==> config.mk <==
export PLATFORM = sky130hd
export DESIGN_NAME = slcan_line_receive_parser_unit
export DESIGN_NICKNAME = d
export VERILOG_FILES = /design/src/rtl/core/slcan_lrp_pkg.sv /design/src/rtl/core/slcan_lrp_line_state.sv /design/src/rtl/core/slcan_lrp_classify.sv /design/src/rtl/core/slcan_line_receive_parser_unit.sv
export SDC_FILE = /design/constraint.sdc
export NUM_CORES = 1
export LEC_CHECK = 0
export BUFFER_PORTS_ARGS = -buffer_cell sky130_fd_sc_hd__buf_2
export CAP_MARGIN = 10
export CORE_UTILIZATION = 30
export CTS_BUF_LIST = sky130_fd_sc_hd__clkbuf_16
export DETAILED_ROUTE_END_ITERATION = 12
export PLACE_DENSITY = 0.51
export SYNTH_ARGS = -nofsm -noshare
export SYNTH_HDL_FRONTEND = slang
export SYNTH_HIERARCHICAL = 1
export SYNTH_SLANG_ARGS = --single-unit
==> constraint.sdc <==
create_clock -name i_clk -period 10.02 [get_ports i_clk]
set_clock_uncertainty 0.2 [all_clocks]
set_input_delay 2.004 -clock i_clk [delete_from_list [all_inputs] [get_ports i_clk]]
set_output_delay 2.004 -clock i_clk [all_outputs]
set_load 0.01 [all_outputs]
==> src/rtl/core/slcan_lrp_pkg.sv <==
// Shared types, character codes and line positions for the slcan line receive parser.
package slcan_lrp_pkg;

    // compare width for line positions and lengths (positions stay below 256)
    localparam int CMP_W = 9;

    // characters of interest
    localparam logic [7:0] CH_NUL  = 8'h00;
    localparam logic [7:0] CH_BELL = 8'h07;
    localparam logic [7:0] CH_CR   = 8'h0D;
    localparam logic [7:0] CH_0    = 8'h30;
    localparam logic [7:0] CH_8    = 8'h38;
    localparam logic [7:0] CH_9    = 8'h39;
    localparam logic [7:0] CH_F    = 8'h46;
    localparam logic [7:0] CH_T    = 8'h54;
    localparam logic [7:0] CH_Z    = 8'h5A;

    // field positions within a line
    localparam logic [CMP_W-1:0] POS_LEAD       = 9'd0;
    localparam logic [CMP_W-1:0] POS_STATUS_HI  = 9'd1;
    localparam logic [CMP_W-1:0] POS_STATUS_LO  = 9'd2;
    localparam logic [CMP_W-1:0] POS_ID_LAST    = 9'd8;
    localparam logic [CMP_W-1:0] POS_DLC        = 9'd9;
    localparam logic [CMP_W-1:0] POS_DATA       = 9'd10;
    localparam logic [CMP_W-1:0] POS_DATA_END   = 9'd26;
    localparam logic [CMP_W-1:0] STATUS_MIN_LEN = 9'd3;

    localparam int DATA_BYTES = 8;
    localparam int TDATA_W    = 104;

    typedef enum logic [2:0] {
        KIND_FRAME     = 3'd0,
        KIND_MALFORMED = 3'd1,
        KIND_STATUS    = 3'd2,
        KIND_ACK       = 3'd3,
        KIND_ZREPLY    = 3'd4,
        KIND_BELL_ERR  = 3'd5,
        KIND_OTHER     = 3'd6,
        KIND_OVERFLOW  = 3'd7
    } t_line_kind;

    // line state as it stands after the current byte has been folded in
    typedef struct packed {
        logic [7:0]  lead_char;
        logic [31:0] id_accum;
        logic [7:0]  length_char;
        logic [63:0] data_accum;
        logic [6:0]  status_accum;
    } t_line_snap;

    typedef struct packed {
        t_line_kind  line_kind;
        logic [2:0]  priority_res;
        logic        data_page;
        logic [7:0]  pdu_format;
        logic [7:0]  pdu_specific;
        logic [7:0]  source_address;
        logic [3:0]  data_length;
        logic [63:0] payload;
        logic [6:0]  status_code;
    } t_result;

endpackage

==> src/rtl/core/slcan_lrp_line_state.sv <==
// Per-line state registers and the per-byte field accumulation.
module slcan_lrp_line_state
    import slcan_lrp_pkg::*;
#(
    parameter int POS_W = 7
) (
    input  logic             i_clk,
    input  logic             i_rst_n,
    input  logic             i_take,     // a non-NUL byte is processed this cycle
    input  logic             i_clear,    // line completes with this byte
    input  logic [7:0]       i_byte,
    output t_line_snap       o_snap,
    output logic [POS_W-1:0] o_pos_next
);

    logic [POS_W-1:0] r_pos;
    logic [7:0]       r_lead, n_lead;
    logic [31:0]      r_id, n_id;
    logic             r_id_stop, n_id_stop;
    logic [7:0]       r_len_char, n_len_char;
    logic [63:0]      r_data, n_data;
    logic [7:0]       r_marks, n_marks;
    logic [6:0]       r_status, n_status;

    logic [CMP_W-1:0] pos_x;
    logic [CMP_W-1:0] data_off;
    logic [2:0]       lane;
    logic             hex_ok;
    logic [3:0]       hex_val;
    logic [3:0]       dec_val;
    logic [7:0]       lane_old;

    assign pos_x    = CMP_W'(r_pos);
    assign data_off = pos_x - POS_DATA;
    assign lane     = data_off[3:1];
    assign lane_old = r_data[lane*8 +: 8];

    // hex digit decode
    always_comb begin
        hex_ok  = 1'b1;
        hex_val = i_byte[3:0];
        if (i_byte >= CH_0 && i_byte <= CH_9) begin
            hex_val = i_byte[3:0];
        end else if ((i_byte >= 8'h41 && i_byte <= 8'h46) ||
                     (i_byte >= 8'h61 && i_byte <= 8'h66)) begin
            hex_val = i_byte[3:0] + 4'd9;
        end else begin
            hex_ok = 1'b0;
        end
    end

    assign dec_val = (i_byte >= CH_0 && i_byte <= CH_9) ? i_byte[3:0] : 4'd0;

    always_comb begin
        n_lead     = r_lead;
        n_id       = r_id;
        n_id_stop  = r_id_stop;
        n_len_char = r_len_char;
        n_data     = r_data;
        n_marks    = r_marks;
        n_status   = r_status;

        if (pos_x == POS_LEAD) begin
            n_lead = i_byte;
        end else if (pos_x <= POS_ID_LAST) begin
            if (!r_id_stop && hex_ok) begin
                n_id = {r_id[27:0], hex_val};
            end else begin
                n_id_stop = 1'b1;
            end
        end else if (pos_x == POS_DLC) begin
            n_len_char = i_byte;
        end else if (pos_x < POS_DATA_END) begin
            if (!r_marks[lane] && hex_ok) begin
                for (int i = 0; i < DATA_BYTES; i++) begin
                    if (lane == 3'(i)) begin
                        n_data[i*8 +: 8] = {lane_old[3:0], hex_val};
                    end
                end
            end else begin
                n_marks[lane] = 1'b1;
            end
        end

        if (pos_x == POS_STATUS_HI) begin
            n_status = 7'(dec_val);
        end else if (pos_x == POS_STATUS_LO) begin
            // times ten as shift-add; value stays below 100
            n_status = 7'({r_status, 3'b000} + {r_status, 1'b0} + 10'(dec_val));
        end
    end

    assign o_snap.lead_char    = n_lead;
    assign o_snap.id_accum     = n_id;
    assign o_snap.length_char  = n_len_char;
    assign o_snap.data_accum   = n_data;
    assign o_snap.status_accum = n_status;
    assign o_pos_next          = r_pos + POS_W'(1);

    always_ff @(posedge i_clk) begin
        if (!i_rst_n || (i_take && i_clear)) begin
            r_pos      <= '0;
            r_lead     <= '0;
            r_id       <= '0;
            r_id_stop  <= 1'b0;
            r_len_char <= '0;
            r_data     <= '0;
            r_marks    <= '0;
            r_status   <= '0;
        end else if (i_take) begin
            r_pos      <= o_pos_next;
            r_lead     <= n_lead;
            r_id       <= n_id;
            r_id_stop  <= n_id_stop;
            r_len_char <= n_len_char;
            r_data     <= n_data;
            r_marks    <= n_marks;
            r_status   <= n_status;
        end
    end

endmodule

==> src/rtl/core/slcan_lrp_classify.sv <==
// Line completion detect and classification into one result.
module slcan_lrp_classify
    import slcan_lrp_pkg::*;
#(
    parameter int LINE_BUFFER = 100,
    parameter int POS_W       = 7
) (
    input  t_line_snap       i_snap,
    input  logic [POS_W-1:0] i_pos,    // line length including this byte
    input  logic [7:0]       i_byte,
    output logic             o_emit,
    output t_result          o_result
);

    localparam logic [CMP_W-1:0] OVF_LEN = CMP_W'(LINE_BUFFER - 1);

    logic [CMP_W-1:0] len;
    logic [CMP_W-1:0] need;
    logic [3:0]       dlc;
    logic             term;
    logic             ovf;
    logic             dlc_ok;
    logic             frame_ok;
    logic [7:0]       dlc_diff;

    assign len      = CMP_W'(i_pos);
    assign term     = (i_byte == CH_CR) || (i_byte == CH_BELL);
    assign ovf      = (len >= OVF_LEN);
    assign o_emit   = ovf || term;

    assign dlc_ok   = (i_snap.length_char >= CH_0) && (i_snap.length_char <= CH_8);
    assign dlc_diff = i_snap.length_char - CH_0;
    assign dlc      = dlc_ok ? dlc_diff[3:0] : 4'd0;
    assign need     = POS_DATA + CMP_W'({dlc, 1'b0});
    assign frame_ok = dlc_ok && (len >= POS_DATA) && (len >= need);

    always_comb begin
        o_result = '0;
        if (ovf) begin
            o_result.line_kind = KIND_OVERFLOW;
        end else begin
            case (i_snap.lead_char)
                CH_T: begin
                    if (frame_ok) begin
                        o_result.line_kind      = KIND_FRAME;
                        o_result.priority_res   = i_snap.id_accum[28:26];
                        o_result.data_page      = i_snap.id_accum[24];
                        o_result.pdu_format     = i_snap.id_accum[23:16];
                        o_result.pdu_specific   = i_snap.id_accum[15:8];
                        o_result.source_address = i_snap.id_accum[7:0];
                        o_result.data_length    = dlc;
                        for (int i = 0; i < DATA_BYTES; i++) begin
                            if (4'(i) < dlc) begin
                                o_result.payload[i*8 +: 8] = i_snap.data_accum[i*8 +: 8];
                            end
                        end
                    end else begin
                        o_result.line_kind = KIND_MALFORMED;
                    end
                end
                CH_F: begin
                    o_result.line_kind = KIND_STATUS;
                    if (len >= STATUS_MIN_LEN) begin
                        o_result.status_code = i_snap.status_accum;
                    end
                end
                CH_CR:   o_result.line_kind = KIND_ACK;
                CH_Z:    o_result.line_kind = KIND_ZREPLY;
                CH_BELL: o_result.line_kind = KIND_BELL_ERR;
                default: o_result.line_kind = KIND_OTHER;
            endcase
        end
    end

endmodule

==> src/rtl/core/slcan_line_receive_parser_unit.sv <==
// Top level of the slcan line receive parser: input register, line decode, result register.
//
//  channel  | dir | beat carries                     | tdata / tuser layout
//  ---------+-----+----------------------------------+-----------------------------------
//  s stream | in  | one received serial byte         | tdata[7:0] rx_byte
//  m stream | out | one classified line              | tuser[2:0] line_kind, tdata below
//
//  Throughput: one byte per clock while the result register is not stalled. A
//  byte is held in the input register, is decoded against the line state and
//  lands in the result register once that register is empty or draining; the
//  result is then valid until the receiver takes it.
//  Reset (i_rst_n low, synchronous) empties both registers and clears the line.
//  A stalled result holds the pipe; the input side still takes a beat while the
//  input register is empty or moving on.
module slcan_line_receive_parser_unit
    import slcan_lrp_pkg::*;
#(
    parameter int LINE_BUFFER = 100
) (
    input  logic               i_clk,
    input  logic               i_rst_n,
    input  logic               i_s_tvalid,
    output logic               o_s_tready,
    input  logic [7:0]         i_s_tdata,   // [7:0] rx_byte
    output logic               o_m_tvalid,
    input  logic               i_m_tready,
    // [2:0] priority_res, [3] data_page, [11:4] pdu_format, [19:12] pdu_specific,
    // [27:20] source_address, [31:28] data_length, [95:32] payload,
    // [102:96] status_code, [103] zero
    output logic [TDATA_W-1:0] o_m_tdata,
    output logic [2:0]         o_m_tuser    // [2:0] line_kind
);

    // line length never exceeds LINE_BUFFER-1, so this holds every position
    localparam int POS_W = $clog2(LINE_BUFFER);

    logic             r_in_valid;
    logic [7:0]       r_in_byte;
    logic             r_out_valid;
    t_result          r_out;

    logic             out_ready;
    logic             proc;
    logic             take;
    logic             emit;
    t_line_snap       snap;
    logic [POS_W-1:0] pos_next;
    t_result          result;

    // result register frees up when empty or drained this cycle
    assign out_ready  = !r_out_valid || i_m_tready;
    assign proc       = r_in_valid && out_ready;
    // NUL bytes are dropped without touching the line
    assign take       = proc && (r_in_byte != CH_NUL);
    assign o_s_tready = !r_in_valid || out_ready;

    slcan_lrp_line_state #(
        .POS_W (POS_W)
    ) u_state (
        .i_clk      (i_clk),
        .i_rst_n    (i_rst_n),
        .i_take     (take),
        .i_clear    (emit),
        .i_byte     (r_in_byte),
        .o_snap     (snap),
        .o_pos_next (pos_next)
    );

    slcan_lrp_classify #(
        .LINE_BUFFER (LINE_BUFFER),
        .POS_W       (POS_W)
    ) u_classify (
        .i_snap   (snap),
        .i_pos    (pos_next),
        .i_byte   (r_in_byte),
        .o_emit   (emit),
        .o_result (result)
    );

    // input register
    always_ff @(posedge i_clk) begin
        if (!i_rst_n) begin
            r_in_valid <= 1'b0;
        end else if (o_s_tready) begin
            r_in_valid <= i_s_tvalid;
        end
    end

    always_ff @(posedge i_clk) begin
        if (o_s_tready && i_s_tvalid) begin
            r_in_byte <= i_s_tdata;
        end
    end

    // result register
    always_ff @(posedge i_clk) begin
        if (!i_rst_n) begin
            r_out_valid <= 1'b0;
        end else if (out_ready) begin
            r_out_valid <= take && emit;
        end
    end

    always_ff @(posedge i_clk) begin
        if (take && emit) begin
            r_out <= result;
        end
    end

    assign o_m_tvalid = r_out_valid;
    assign o_m_tuser  = r_out.line_kind;
    assign o_m_tdata  = {1'b0,
                         r_out.status_code,
                         r_out.payload,
                         r_out.data_length,
                         r_out.source_address,
                         r_out.pdu_specific,
                         r_out.pdu_format,
                         r_out.data_page,
                         r_out.priority_res};

endmodule

Yosys cells after proc, flatten, opt, wreduce, memory -nomap -nowiden
Index checks and enable logic that the tools add are counted.
{ "totals": {"latchBits": 0, "romBits": 0, "wordCells": 169, "out_inout_bits": 109, "ram_bits": 0, "register_bits": 248, "n_memories": 0} }
{ "classes": {"n_mul": 0, "n_bitwise": 18, "n_addsub": 7, "muxes": 34, "n_reduce_logical": 40, "shifts": 1, "magnitude_cmp": 24, "eq_ne": 17, "n_div": 0} }
{ "ops": {"columns": ["operator", "count"], "rows": [
  ["$mux W64", 5],
  ["$mux W8", 12],
  ["$mux W29", 3],
  ["$shiftx A64 B7 Y4", 1],
  ["$reduce_or A4 Y1", 8],
  ["$eq A8 B7 Y1 const B", 3],
  ["$not A1 Y1", 17],
  ["$eq A8 B3 Y1 const B", 2],
  ["$eq A8 B4 Y1 const B", 2],
  ["$ge A8 B6 Y1 const B", 2],
  ["$ge A8 B7 Y1 const B", 2],
  ["$le A8 B6 Y1 const B", 2],
  ["$le A8 B7 Y1 const B", 2],
  ["$lt A3 B4 Y1 const A", 4],
  ["$mux W4", 4],
  ["$pmux W3 S5", 1],
  ["$mux W7", 2],
  ["$logic_and A1 B1 Y1", 13],
  ["$eq A3 B3 Y1 const B", 4],
  ["$ge A7 B9 Y1", 1],
  ["$logic_not A9 Y1", 1],
  ["$lt A1 B4 Y1 const A", 2],
  ["$lt A2 B4 Y1 const A", 2],
  ["$or A8 B8 Y8", 1],
  ["other kinds (29)", 45]
]} }

Depth between registers and ports, before layout
{ "depth": {"word_depth": 12, "mapped_depth": 19} }

Modules after synthesis
The synthesis kept the hierarchy.
{ "modules_own_cells": {"columns": ["module", "n_inst", "seq_area_each_um2", "area_each_um2", "cells_each"], "rows": [
  ["slcan_lrp_line_state", 1, 2702.6, 7269.5, 801],
  ["slcan_line_receive_parser_unit", 1, 3463.3, 3569.7, 132],
  ["slcan_lrp_classify", 1, 0.0, 1544.0, 196]
]} }

Worst setup path before layout
OpenSTA, ideal clock, no wires.
{ "synth_timing": {"path_kind": "register -> register", "start": "register u_state.r_pos[3]", "end": "register r_out, in the netlist o_m_tdata[0], enable pin", "setup_slack_ns": -0.311, "arrival_time_ns": 9.430, "path_stages_with_launch": 11, "required_time_ns": 9.119, "cell_sequence": "dfxtp_1 clkbuf_1 nand3_1 nor2_1 xor2_1 nand2_1 or2_2 clkbuf_1 o21ai_0 nand2_1 nor3_1"} }
{ "synth_between": {"elab_chain_cells": 4} }
{ "synth_rtl": {"columns": ["element", "line", "text"], "rows": [
  ["start: declaration", "slcan_lrp_line_state.sv:16", "logic [POS_W-1:0] r_pos;"],
  ["start signal: assignment", "slcan_lrp_line_state.sv:111", "r_pos <= o_pos_next;"],
  ["$add A7 B1 Y7", "slcan_lrp_line_state.sv:98", "assign o_pos_next = r_pos + POS_W'(1);"],
  ["via pos_next[6]", "slcan_line_receive_parser_unit.sv:47", "logic [POS_W-1:0] pos_next;"],
  ["$ge A7 B7 Y1", "slcan_lrp_classify.sv:28", "assign ovf = (len >= OVF_LEN);"],
  ["$logic_or A1 B1 Y1", "slcan_lrp_classify.sv:29", "assign o_emit = ovf || term;"],
  ["via emit", "slcan_line_receive_parser_unit.sv:45", "logic emit;"],
  ["$logic_and A1 B1 Y1", "slcan_line_receive_parser_unit.sv:105", "if (take && emit) begin"],
  ["end signal: assignment", "slcan_line_receive_parser_unit.sv:106", "r_out <= result;"],
  ["end: declaration", "slcan_line_receive_parser_unit.sv:40", "t_result r_out;"]
]} }
The timed path passes the listed nets, and every way through them passes these cells.
A chain may end at the register's enable or synchronous reset.

==> flow_summary.rst <==
.. list-table::
   :header-rows: 1

   * - Metric
     - Value
   * - Type of the tightest min-delay check
     - flip-flop to flip-flop
   * - Number of optimization iterations in the first detailed-route pass
     - 5
   * - Half-perimeter wire length of the detailed placement result
     - approximately 22 mm
   * - Leakage power
     - 0.005152 uW
   * - Layer with the highest usage after global routing
     - met2
   * - Clock period minus worst slack
     - just under 6000 ps
   * - Summed area of non-filler cells in the final layout
     - ~14000 um2
   * - Layout cell share with drive strength beyond 1
     - 25.49%
   * - Most frequent standard cell in the layout excluding fill and tap cells
     - sky130_fd_sc_hd__dfxtp_1
   * - Unrepaired setup endpoints after global routing
     - false
   * - Post-CTS sizing
     - 0
   * - Met2 demand-to-capacity share in global routing
     - between 20% and 30%
   * - Post-route core utilization
     - around 35%
   * - Max Cap Violations
     - 0
   * - WL per Instance
     - approximately 18 um
   * - Reg-to-reg slack, setup
     - approximately 4100 ps
   * - Antenna violations before repair
     - 0
   * - Number of buffers added on ports
     - around 120
   * - Filler cell count
     - 3974
   * - Critical path data required time
     - ~10000 ps
   * - Source of the worst register-to-register timing path
     - u_state/r_pos[1]
   * - Diodes inserted
     - 0
   * - Number of pins exceeding their max-slew limit in the final report
     - 0
   * - Congestion Overflow GR
     - 0
   * - Timing-limited maximum frequency
     - ~170 MHz
   * - Count of warnings emitted by yosys
     - 6
   * - First-pass GRT wire length
     - roughly 49 mm
   * - Count of antenna-violating nets left after detailed routing
     - 0
   * - Clock slew at reported path FFs
     - around 60 ps
   * - DRC marker count from the first detailed-route iteration
     - around 650
   * - Type of element launching the critical path
     - flip-flop
   * - Synthesized netlist net count
     - roughly 1200
   * - Pin slew with the least headroom to its limit
     - 1169 ps
   * - Final number of hold-violating endpoints
     - 0
   * - Via count of the first global-routing pass
     - 8347
   * - Clock sink total
     - ~250
   * - Most frequent cells in the layout
     - 133 x sky130_fd_sc_hd__dfxtp_1, 119 x sky130_fd_sc_hd__buf_2, 114 x sky130_fd_sc_hd__edfxtp_1
   * - Synthesized area per cell
     - approximately 11 um2
   * - CTS root buf
     - sky130_fd_sc_hd__clkbuf_16
   * - Maximum number of pins on one net before global-route repair
     - slightly below 70
   * - Wire length reported by the detailed router
     - roughly 32 mm
   * - GRT Overall Usage
     - roughly 15%
   * - Reg2reg end
     - o_m_tdata[38]
   * - Setup repair bufs after CTS
     - 0
   * - Number of clock buffers inserted by TritonCTS
     - 28
   * - Pwr per Cell Area
     - 149.8 nW/um2
   * - Critical Path Source
     - u_state/r_pos[1]
   * - Crit path largest cell delay
     - 830 ps
   * - Final estimated routing congestion in global placement
     - 0.8893
   * - Fin crit share
     - between 50% and 60%
   * - Cell-by-cell trace of the critical path
     - inv_1 > ha_1 > or3_1 > mux2_2 > nor4b_1 > o21ai_1 > a21boi_0 > ha_1 > a21o_1 > a211oi_4 > a211oi_4 > buf_4 > and4_2
   * - Slowest-stage cell, CP
     - sky130_fd_sc_hd__nor4b_1
   * - Combined area of the multi-input logic cells
     - between 5000 and 6000 um2
   * - Met3 track demand over resource in global routing
     - under 10%
   * - H-tree Lvls
     - 1
   * - Vias post-DR
     - between 8000 and 9000
   * - Count of standard-cell rows
     - 73
   * - Initial Util
     - 30.57%
   * - Crit path max fanout
     - 47
   * - Cells after synthesis
     - approximately 1100
   * - Setup TNS
     - 0 ps
   * - Crit path capture
     - o_m_tdata[38]
   * - Clock network latency to the later pin of the worst-skew pair
     - about 560 ps
   * - Met1 track utilization from global routing
     - about a fifth
   * - Fin nets
     - ~1200
   * - Number of vias per cell
     - roughly 4.9
   * - Max clock buf depth
     - 3
   * - CP endpoint kind
     - flip-flop
   * - Number of hold buffers added after CTS
     - 0
   * - Number of remaining DRC errors
     - 0
   * - Final number of setup-violating endpoints
     - 0
   * - Crit Path Class
     - flip-flop to flip-flop
   * - Result of the run
     - complete, no violations
   * - IR Drop Worst-Case VDD
     - approximately 0.095 mV
   * - Number of cells on the worst hold path
     - 2
   * - TritonCTS clock tree
     - done
   * - Data arrival at the endpoint of the critical path
     - just over 6000 ps
   * - I/O pin count
     - 121
   * - Headroom to the max-slew limit
     - a little over a fifth
   * - Sequential cell area in the final layout
     - just over 6000 um2
   * - Layout overhead on the synthesized area
     - 15.70%
   * - Core area
     - 39910 um2
   * - Dpl cell area
     - about 13000 um2
   * - Die Wd
     - about 200 um
   * - Die outline area
     - 41490 um2
   * - Power, Total
     - around 2100 uW
   * - Cell area after synthesis
     - about 12000 um2
   * - Worst reg-to-reg path cell count
     - 13
   * - Die Height
     - a little over 200 um
-- stage by stage --
step / cells / hold slack (ps) / worst slack [ps]
after floorplan: 1113 / 236.8 / 2910
after global placement: 1701 / 248.4 / 4382
after detailed placement: 1701 / 258.4 / 4142
after CTS: 1753 / 273.9 / 4184
after global routing: 1753 / 291.7 / 3699
final: 1753 / 272.5 / 4083
-- worst max-delay path, delay by kind of cell, from the launching register on --
family          cells  cell delay [ps]
flops               1              630
compound gates      5             1540
fa+ha+maj           2              660
buf+inv             2              590
mux                 1              390
simple gates        3             1690
-- sequential cells by signal, summed over array words and instances, names as in the netlist --
signal	cells
o_m_tdata	103
u_state/r_data	64
r_in_valid	1
u_state/r_id	28
r_in_byte	8
u_state/r_len_char	8
u_state/r_marks	8
u_state/r_lead	8
u_state/r_id_stop	1
o_m_tuser	3
u_state/r_status	7
u_state/r_pos	7
o_m_tvalid	1
-- metal layers --
metal	vias up	wire [um]	share of wire, %
li1	4233	-	-
met1	4169	15050	47
met3	39	1410	4.4
met5	-	0	0
met2	193	14820	46
met4	0	726	2.3
-- power breakdown --
group | internal, uW | switching, uW
Sequential | 1050 | 12.2
Combinational | 32.6 | 72.8
Clock | 536 | 408
-- how the worst min path moves through the flow --
stage	startpoint	endpoint	slack, ps
2_1_floorplan	u_state/r_marks[1]	u_state/r_marks[1]	240
3_3_place_gp	u_state/r_data[62]	u_state/r_data[62]	250
3_5_place_dp	u_state/r_data[23]	u_state/r_data[23]	260
4_1_cts	u_state/r_data[21]	u_state/r_data[21]	270
5_1_grt	u_state/r_data[7]	u_state/r_data[7]	290
6_report	u_state/r_data[23]	u_state/r_data[23]	270
-- layout make-up --
class | count | share of cell area [%]
flip-flops and latches | 247 | 43.11
multi-input cells | 775 | 40.78
clock buffers | 30 | 5.317
repair buffers | 130 | 4.803
well taps | 525 | 4.653
clock inverters | 22 | 0.7001
inverters | 24 | 0.6381
Note: power is estimated with default switching activity, not from simulation.
